File: config.mk
export PLATFORM = sky130hd
export DESIGN_NAME = fp32_quantizer_with_transpose
export DESIGN_NICKNAME = d
export VERILOG_FILES = /design/src/hw/rtl/fqt_pkg.sv /design/src/hw/rtl/fqt_mul.sv /design/src/hw/rtl/fqt_round.sv /design/src/hw/rtl/fp32_quantizer_with_transpose.sv
export SDC_FILE = /design/constraint.sdc
export NUM_CORES = 2
export LEC_CHECK = 0
export BUFFER_PORTS_ARGS = -buffer_cell sky130_fd_sc_hd__buf_2
export CORE_ASPECT_RATIO = 1.4
export CORE_MARGIN = 2
export CORE_UTILIZATION = 34
export CTS_BUF_LIST = sky130_fd_sc_hd__clkbuf_16
export DETAILED_ROUTE_END_ITERATION = 10
export HOLD_SLACK_MARGIN = 0.03
export PLACE_DENSITY = 0.48
export REMOVE_ABC_BUFFERS = 1
export SLEW_MARGIN = 20
export SYNTH_ARGS = -nofsm -noshare
export SYNTH_HDL_FRONTEND = slang
export SYNTH_SLANG_ARGS = --single-unit
export TNS_END_PERCENT = 1
File: constraint.sdc
create_clock -name clk -period 25 [get_ports clk]
set_input_delay 5 -clock clk [delete_from_list [all_inputs] [get_ports clk]]
set_output_delay 5 -clock clk [all_outputs]
set_load 0.005 [all_outputs]
File: src/hw/rtl/fqt_pkg.sv
// ----------------------------------------------------------------------------
// fqt_pkg
// shared types and constants for the fp32 quantiser with transpose
// ----------------------------------------------------------------------------
package fqt_pkg;

    localparam logic [2:0] REG_SCALE     = 3'd0;
    localparam logic [2:0] REG_NARROW    = 3'd1;
    localparam logic [2:0] REG_TRANSPOSE = 3'd2;
    localparam logic [2:0] REG_ROWS      = 3'd3;
    localparam logic [2:0] REG_COLS      = 3'd4;

    localparam logic [31:0] SCALE_RESET = 32'h3F80_0000;

    typedef struct packed {
        logic [31:0] scale_bits;
        logic        narrow_mode;
        logic        transpose_on;
        logic [10:0] row_count;
        logic [10:0] column_count;
    } cfg_t;

    // product stage result: exact product as sign, magnitude, exponent
    typedef struct packed {
        logic        nan;
        logic        inf;
        logic        zero;
        logic        sign;
        logic        neg_bias;
        logic [47:0] mant;
        logic signed [10:0] exp2;
        logic        narrow;
    } prod_t;

endpackage

File: src/hw/rtl/fqt_mul.sv
// ----------------------------------------------------------------------------
// fqt_mul
// exact fp32 times fp32 product, unpacked
// ----------------------------------------------------------------------------
module fqt_mul
(
    input  logic [31:0]    a,
    input  logic [31:0]    b,
    input  logic           narrow,
    output fqt_pkg::prod_t p
);

    logic [7:0]  ea;
    logic [7:0]  eb;
    logic [23:0] ma;
    logic [23:0] mb;
    logic        a_nan;
    logic        b_nan;
    logic        a_inf;
    logic        b_inf;
    logic        a_zero;
    logic        b_zero;

    always_comb
    begin
        ea = a[30:23];
        eb = b[30:23];
        ma = {(ea != 8'd0), a[22:0]};
        mb = {(eb != 8'd0), b[22:0]};
        a_nan = (ea == 8'hFF) && (a[22:0] != 23'd0);
        b_nan = (eb == 8'hFF) && (b[22:0] != 23'd0);
        a_inf = (ea == 8'hFF) && (a[22:0] == 23'd0);
        b_inf = (eb == 8'hFF) && (b[22:0] == 23'd0);
        a_zero = (ea == 8'd0) && (a[22:0] == 23'd0);
        b_zero = (eb == 8'd0) && (b[22:0] == 23'd0);
        p.nan = a_nan || b_nan || (a_inf && b_zero) || (b_inf && a_zero);
        p.inf = a_inf || b_inf;
        p.zero = a_zero || b_zero;
        p.sign = a[31] ^ b[31];
        p.neg_bias = a[31] && !a_nan;
        p.mant = ma * mb;
        // value = mant * 2^(exp2), exponents with subnormal fix
        p.exp2 = $signed({3'd0, ((ea == 8'd0) ? 8'd1 : ea)})
               + $signed({3'd0, ((eb == 8'd0) ? 8'd1 : eb)}) - 11'sd300;
        p.narrow = narrow;
    end

endmodule

File: src/hw/rtl/fqt_round.sv
// ----------------------------------------------------------------------------
// fqt_round
// adds the signed half, rounds to fp32, clamps and truncates toward zero
// ----------------------------------------------------------------------------
module fqt_round
(
    input  fqt_pkg::prod_t p,
    output logic [15:0]    q
);

    localparam logic [44:0] HALF = 45'h200_0000;

    // fixed point with 26 fraction bits, integer part below 2^18
    logic [43:0] fx;
    logic [47:0] shr;
    logic        sticky;
    logic        big;
    logic [44:0] mag;
    logic        sneg;
    logic [16:0] ipart;
    logic [25:0] frac;
    logic [4:0]  msb;
    logic [26:0] half;
    logic [26:0] rsum;
    logic [17:0] rpart;
    logic signed [18:0] sv;
    logic signed [18:0] hi;
    logic signed [18:0] lo;
    logic signed [18:0] r;
    logic signed [11:0] sh;

    always_comb
    begin
        // fx = mant * 2^(exp2+26), sticky holds lost bits
        sh = 12'(p.exp2) + 12'sd26;
        big = 1'b0;
        fx = '0;
        shr = '0;
        sticky = 1'b0;
        if (p.zero)
        begin
            fx = '0;
        end
        else if (sh >= 12'sd0)
        begin
            if (sh > 12'sd43 || (p.mant >> (7'd44 - 7'(sh))) != 48'd0)
                big = 1'b1;
            else
                fx = 44'(p.mant << sh);
        end
        else if (sh > -12'sd48)
        begin
            shr = p.mant >> (-sh);
            big = shr[47:44] != 4'd0;
            fx = shr[43:0];
            sticky = (p.mant & ((48'd1 << (-sh)) - 48'd1)) != 48'd0;
        end
        else
        begin
            sticky = 1'b1;
        end
        // magnitude of product plus signed half, floor at the lsb
        if (p.sign == p.neg_bias)
        begin
            mag = {1'b0, fx} + HALF;
            sneg = p.sign;
        end
        else if ({1'b0, fx} >= HALF)
        begin
            mag = {1'b0, fx} - HALF;
            sneg = p.sign;
        end
        else
        begin
            mag = HALF - {1'b0, fx};
            sneg = p.neg_bias;
            if (sticky)
                mag = mag - 45'd1;
        end
        ipart = 17'(mag >> 26);
        frac = mag[25:0];
        msb = 5'd0;
        for (int i = 0; i < 17; i++)
            if (ipart[i])
                msb = 5'(i);
        // fp32 rounding of the sum can carry it up to the next integer
        if (ipart == 17'd0)
            half = 27'd2;
        else
            half = 27'd4 << msb;
        rsum = {1'b0, frac} + half;
        rpart = {1'b0, ipart} + {17'd0, rsum[26]};
        sv = sneg ? -$signed({1'b0, rpart}) : $signed({1'b0, rpart});
        hi = p.narrow ? 19'sd127 : 19'sd32767;
        lo = p.narrow ? -19'sd128 : -19'sd32768;
        if (p.nan)
            r = hi;
        else if (p.inf || big)
            r = p.sign ? lo : hi;
        else if (mag[44:42] != 3'd0)
            r = sneg ? lo : hi;
        else if (sv > hi)
            r = hi;
        else if (sv < lo)
            r = lo;
        else
            r = sv;
        q = r[15:0];
    end

endmodule

File: src/hw/rtl/fp32_quantizer_with_transpose.sv
// ----------------------------------------------------------------------------
// fp32_quantizer_with_transpose
// fp32 to int16/int8 quantiser with row-major or transposed destination index
// ----------------------------------------------------------------------------
// stages: result passes two register stages, the product register then the output register
// throughput: one transaction per cycle while out_ready holds; a stalled output holds both stages
// reset: configuration returns to scale 1.0, int16, no transpose, 1x1 matrix;
// position counters clear, both stages empty
module fp32_quantizer_with_transpose #(
    parameter int MAX_ROWS    = 1024,
    parameter int MAX_COLUMNS = 1024
)
(
    input  logic        clk,
    input  logic        rst_n,
    input  logic        cfg_we,
    input  logic [2:0]  cfg_index,
    input  logic [31:0] cfg_data,
    input  logic        in_valid,
    output logic        in_ready,
    input  logic [31:0] sample_bits,
    output logic        out_valid,
    input  logic        out_ready,
    output logic signed [15:0] quantized,
    output logic [19:0] dest_index,
    output logic        last_element
);

    localparam int RW = (MAX_ROWS > 1) ? $clog2(MAX_ROWS) : 1;
    localparam int CW = (MAX_COLUMNS > 1) ? $clog2(MAX_COLUMNS) : 1;

    fqt_pkg::cfg_t  cfg_reg;
    fqt_pkg::prod_t prod;
    fqt_pkg::prod_t prod_reg;
    logic           s1_valid_reg;
    logic [19:0]    idx_reg;
    logic           last_reg;
    logic [RW-1:0]  row_reg;
    logic [CW-1:0]  col_reg;
    logic [16:0]    rows;
    logic [16:0]    cols;
    logic           row_end;
    logic           last;
    logic [19:0]    idx;
    logic [15:0]    q;
    logic           s1_adv;
    logic           accept;

    always_ff @(posedge clk or negedge rst_n)
    begin
        if (!rst_n)
        begin
            cfg_reg.scale_bits   <= fqt_pkg::SCALE_RESET;
            cfg_reg.narrow_mode  <= 1'b0;
            cfg_reg.transpose_on <= 1'b0;
            cfg_reg.row_count    <= 11'd1;
            cfg_reg.column_count <= 11'd1;
        end
        else if (cfg_we)
        begin
            case (cfg_index)
                fqt_pkg::REG_SCALE:     cfg_reg.scale_bits   <= cfg_data;
                fqt_pkg::REG_NARROW:    cfg_reg.narrow_mode  <= cfg_data[0];
                fqt_pkg::REG_TRANSPOSE: cfg_reg.transpose_on <= cfg_data[0];
                fqt_pkg::REG_ROWS:      cfg_reg.row_count    <= cfg_data[10:0];
                fqt_pkg::REG_COLS:      cfg_reg.column_count <= cfg_data[10:0];
                default: ;
            endcase
        end
    end

    always_comb
    begin
        if (cfg_reg.row_count == 11'd0)
            rows = 17'd1;
        else if (17'(cfg_reg.row_count) > 17'(MAX_ROWS))
            rows = 17'(MAX_ROWS);
        else
            rows = 17'(cfg_reg.row_count);
        if (cfg_reg.column_count == 11'd0)
            cols = 17'd1;
        else if (17'(cfg_reg.column_count) > 17'(MAX_COLUMNS))
            cols = 17'(MAX_COLUMNS);
        else
            cols = 17'(cfg_reg.column_count);
        row_end = (17'(col_reg) + 17'd1) >= cols;
        last = row_end && ((17'(row_reg) + 17'd1) >= rows);
        if (cfg_reg.transpose_on)
            idx = 20'(17'(col_reg) * rows + 34'(row_reg));
        else
            idx = 20'(17'(row_reg) * cols + 34'(col_reg));
    end

    fqt_mul u_mul
    (
        .a      (sample_bits),
        .b      (cfg_reg.scale_bits),
        .narrow (cfg_reg.narrow_mode),
        .p      (prod)
    );

    fqt_round u_round
    (
        .p (prod_reg),
        .q (q)
    );

    assign s1_adv   = !out_valid || out_ready;
    assign in_ready = !s1_valid_reg || s1_adv;
    assign accept   = in_valid && in_ready;

    always_ff @(posedge clk or negedge rst_n)
    begin
        if (!rst_n)
        begin
            row_reg      <= '0;
            col_reg      <= '0;
            s1_valid_reg <= 1'b0;
            out_valid    <= 1'b0;
        end
        else
        begin
            if (accept)
            begin
                if (last)
                begin
                    row_reg <= '0;
                    col_reg <= '0;
                end
                else if (row_end)
                begin
                    col_reg <= '0;
                    row_reg <= row_reg + 1'b1;
                end
                else
                begin
                    col_reg <= col_reg + 1'b1;
                end
            end
            if (in_ready)
                s1_valid_reg <= in_valid;
            if (s1_adv)
                out_valid <= s1_valid_reg;
        end
    end

    always_ff @(posedge clk)
    begin
        if (accept)
        begin
            prod_reg <= prod;
            idx_reg  <= idx;
            last_reg <= last;
        end
        if (s1_adv && s1_valid_reg)
        begin
            quantized    <= q;
            dest_index   <= idx_reg;
            last_element <= last_reg;
        end
    end

endmodule

==> flow_summary_export.csv <==
group,metric,value,unit
grt,grt_use_total,25.2,%
drt,wl,190000,µm
layout,nets,6768,
synthesis,syn-cell-area,0.0501,mm²
job,drv_cap,0,
placed_design,dpl_cell_area,0.0528,mm²
drt,drt_pass1_iterations,6,
worst_setup_path,crit_fanout,125,
worst_setup_path,critPathBufInv,6,
layout,post-route-util,36.7,%
worst_hold_path,min-delay-start,"idx_reg[14]$_DFFE_PP_",
layout,drive_gt1_share,10.7,%
clock_network,cts_resized,0,
floorplan,coreArea,0.146,mm²
clock_network,root_buffer,"clkbuf_16",
clock_network,cts_buffer_depth,3,
worst_setup_path,ff2ff_setup_slack,5810,ps
floorplan,io_pins,111,
clock_network,cts_hold_buf,0,
worst_setup_path,cpMostUsedCell,"a21oi_1",
synthesis,synthCells,5757,
timing,grt_setup_unrepaired,"false",
timing,hold_viol,0,
drt,vias,42900,
synthesis,ys_async_sr_fraction,38.8,%
floorplan,die_x,329,µm
synthesis,synth_area_leaders,"fa_1, ha_1, edfxtp_1",
synthesis,syn_area_per_cell,8.71,µm²
layout,syn2layout_area_growth,7.05,%
floorplan,dieArea,0.151,mm²
worst_hold_path,min_path_cells,0,
grt,grt_max_degree,126,
synthesis,yosysWarnings,0,
timing,maxSlewViolCount,0,
status,status,"finished clean",
drt,drcViolationCount,0,
synthesis,yosys.cell_types.count,113,
grt,grt_pass1_wl,288000,µm
placed_design,post-dp-hpwl,148000,µm
clock_network,h-tree-depth,1,
floorplan,die_y,458,µm
timing,finalSetupTns,0,ps
placed_design,io_buffers,110,
worst_hold_path,min_to,"dest_index[14]$_DFFE_PP_",
timing,relSlewSlack,20.4,%
worst_setup_path,arrival,19480,ps
drt,ant_nets,0,
clock_network,cts_tree,"built",
clock_network,cts.sinks,201,
synthesis,synth_flop_cell,"edfxtp_1",
worst_setup_path,r2r_cells,72,
worst_setup_path,cp_slowest_cell,"buf_4",
layout,largest_reg_flops,65,
synthesis,yosysSeqAreaShare,11.3,%
layout,nFillCells,15200,
worst_hold_path,hp-class,"flip-flop to flip-flop",
worst_setup_path,crit_required,25290,ps
synthesis,synth_most_common_cell,"nand2_1",
drt,vias_per_cell,5.61,
floorplan,initial_core_util,34.3,%
clock_network,cts_buffers,26,
clock_network,clk_pin_slew,60,ps
synthesis,synth-seq-cells,201,
clock_network,insertion_delay,630,ps
drt,drtIter0Drc,2923,
floorplan,rows,166,
synthesis,synthDominantCellAreaShare,25.6,%
clock_network,postCtsSetupRepairBufs,0,
worst_setup_path,r2r-end,"quantized[7]$_DFFE_PP_",
synthesis,synth_edf_count,123,
worst_setup_path,regToRegStartpoint,"prod_reg[1]$_DFFE_PP_",
worst_setup_path,slowest_delay,840,ps
worst_setup_path,crit_path_end_kind,"flip-flop",
grt,grt_overflow,0,
worst_setup_path,cp_top_family,"compound AO/OA/AOI/OAI gates",
worst_setup_path,crit_path_start_kind,"flip-flop",
placed_design,gp_congestion,0.985,
timing,setup_viol,0,
grt,grt_pass1_vias,44700,
timing,period_needed,19190,ps
drt,wire_per_inst,24.9,µm
layout,design_area,0.0537,mm²
grt,antenna_found_initial,8,
timing,min_period_over_period,76.7,%
synthesis,synth_common_cells,"nand2_1, inv_1, fa_1",
worst_setup_path,path_class,"flip-flop to flip-flop",
timing,fin_skew,42.2,ps
timing,max_freq,52.1,MHz
synthesis,yosysTopAreaCell,"fa_1",
timing,worst_pin_slew,1180,ps
worst register-to-register path, delay by kind of cell (launching register included):
family	cells	cell delay (ps)
simple gates	20	4930
flops	1	370
buf+inv	6	2080
fa+ha+maj	6	1900
mux	2	1010
compound gates	36	7790
xor+xnor	2	760
area by class of cell:
type	instances	area, µm²	share of cell area (%)
clock inverters	21	121	0.226
clock buffers	27	676	1.26
diodes	2	5.00	0.00933
inverters	746	2800	5.22
repair buffers	246	1610	2.99
multi-input cells	4460	40400	75.2
flip-flops and latches	201	5660	10.5
well taps	1932	2420	4.50
metal layers:
metal  track usage (%)  wire (µm)  up-vias
met5                 0         58        -
li1                  -          -    19200
met3              2.46       8370      458
met1              29.5      72100    21800
met2              44.7      96000     1354
met4              14.6      13600        8
how the worst max path moves through the flow:
stage | from | endpoint | slack (ps) | cells after the start
floorplan | prod_reg[1]$_DFFE_PP_ | quantized[10]$_DFFE_PP_ | 4610 | 69
global placement | prod_reg[1]$_DFFE_PP_ | quantized[10]$_DFFE_PP_ | 5680 | 72
detailed placement | prod_reg[1]$_DFFE_PP_ | quantized[7]$_DFFE_PP_ | 5510 | 72
CTS | prod_reg[1]$_DFFE_PP_ | quantized[7]$_DFFE_PP_ | 5420 | 72
global route | prod_reg[1]$_DFFE_PP_ | quantized[13]$_DFFE_PP_ | 4260 | 72
finish | prod_reg[1]$_DFFE_PP_ | quantized[7]$_DFFE_PP_ | 5810 | 72
logic make-up (layout without fill, tap and decap cells):
group	count (synthesis)	after routing	synth area share (%)
AOI/OAI and AO/OA	871	871	11.8
xor gates and xnor gates	235	235	4.15
muxes	315	315	9.65
adders and majority gates	1015	1015	34.9
buffers and inverters	1102	1040	8.53
DFF	201	201	11.3
other	1	9	0.00748
and+or+nand+nor	2017	2017	19.7
stage by stage:
step | instances | hold slack [ps] | worst slack (ps)
after floorplan | 5407 | 400 | 4610
after global placement | 7584 | 401 | 5680
after detailed placement | 7584 | 406 | 5510
after CTS | 7632 | 412 | 5420
after global routing | 7633 | 425 | 4260
final | 7635 | 415 | 5810
cell usage in the layout, fill, tap and decap left out, types with 123 or more instances in the layout:
cell type,synthesis,layout
a21oi_1,191,190
ha_1,374,373
buf_4,3,135
o21ai_0,188,185
nand2_1,766,765
nor2_1,317,316
inv_1,738,743
edfxtp_1,123,123
xnor2_1,160,155
and2_1,323,322
mux4_2,125,125
fa_1,641,641
Power is not shown: default switching activity piles up to over one toggle a cycle in this logic, so the estimate is an artifact.
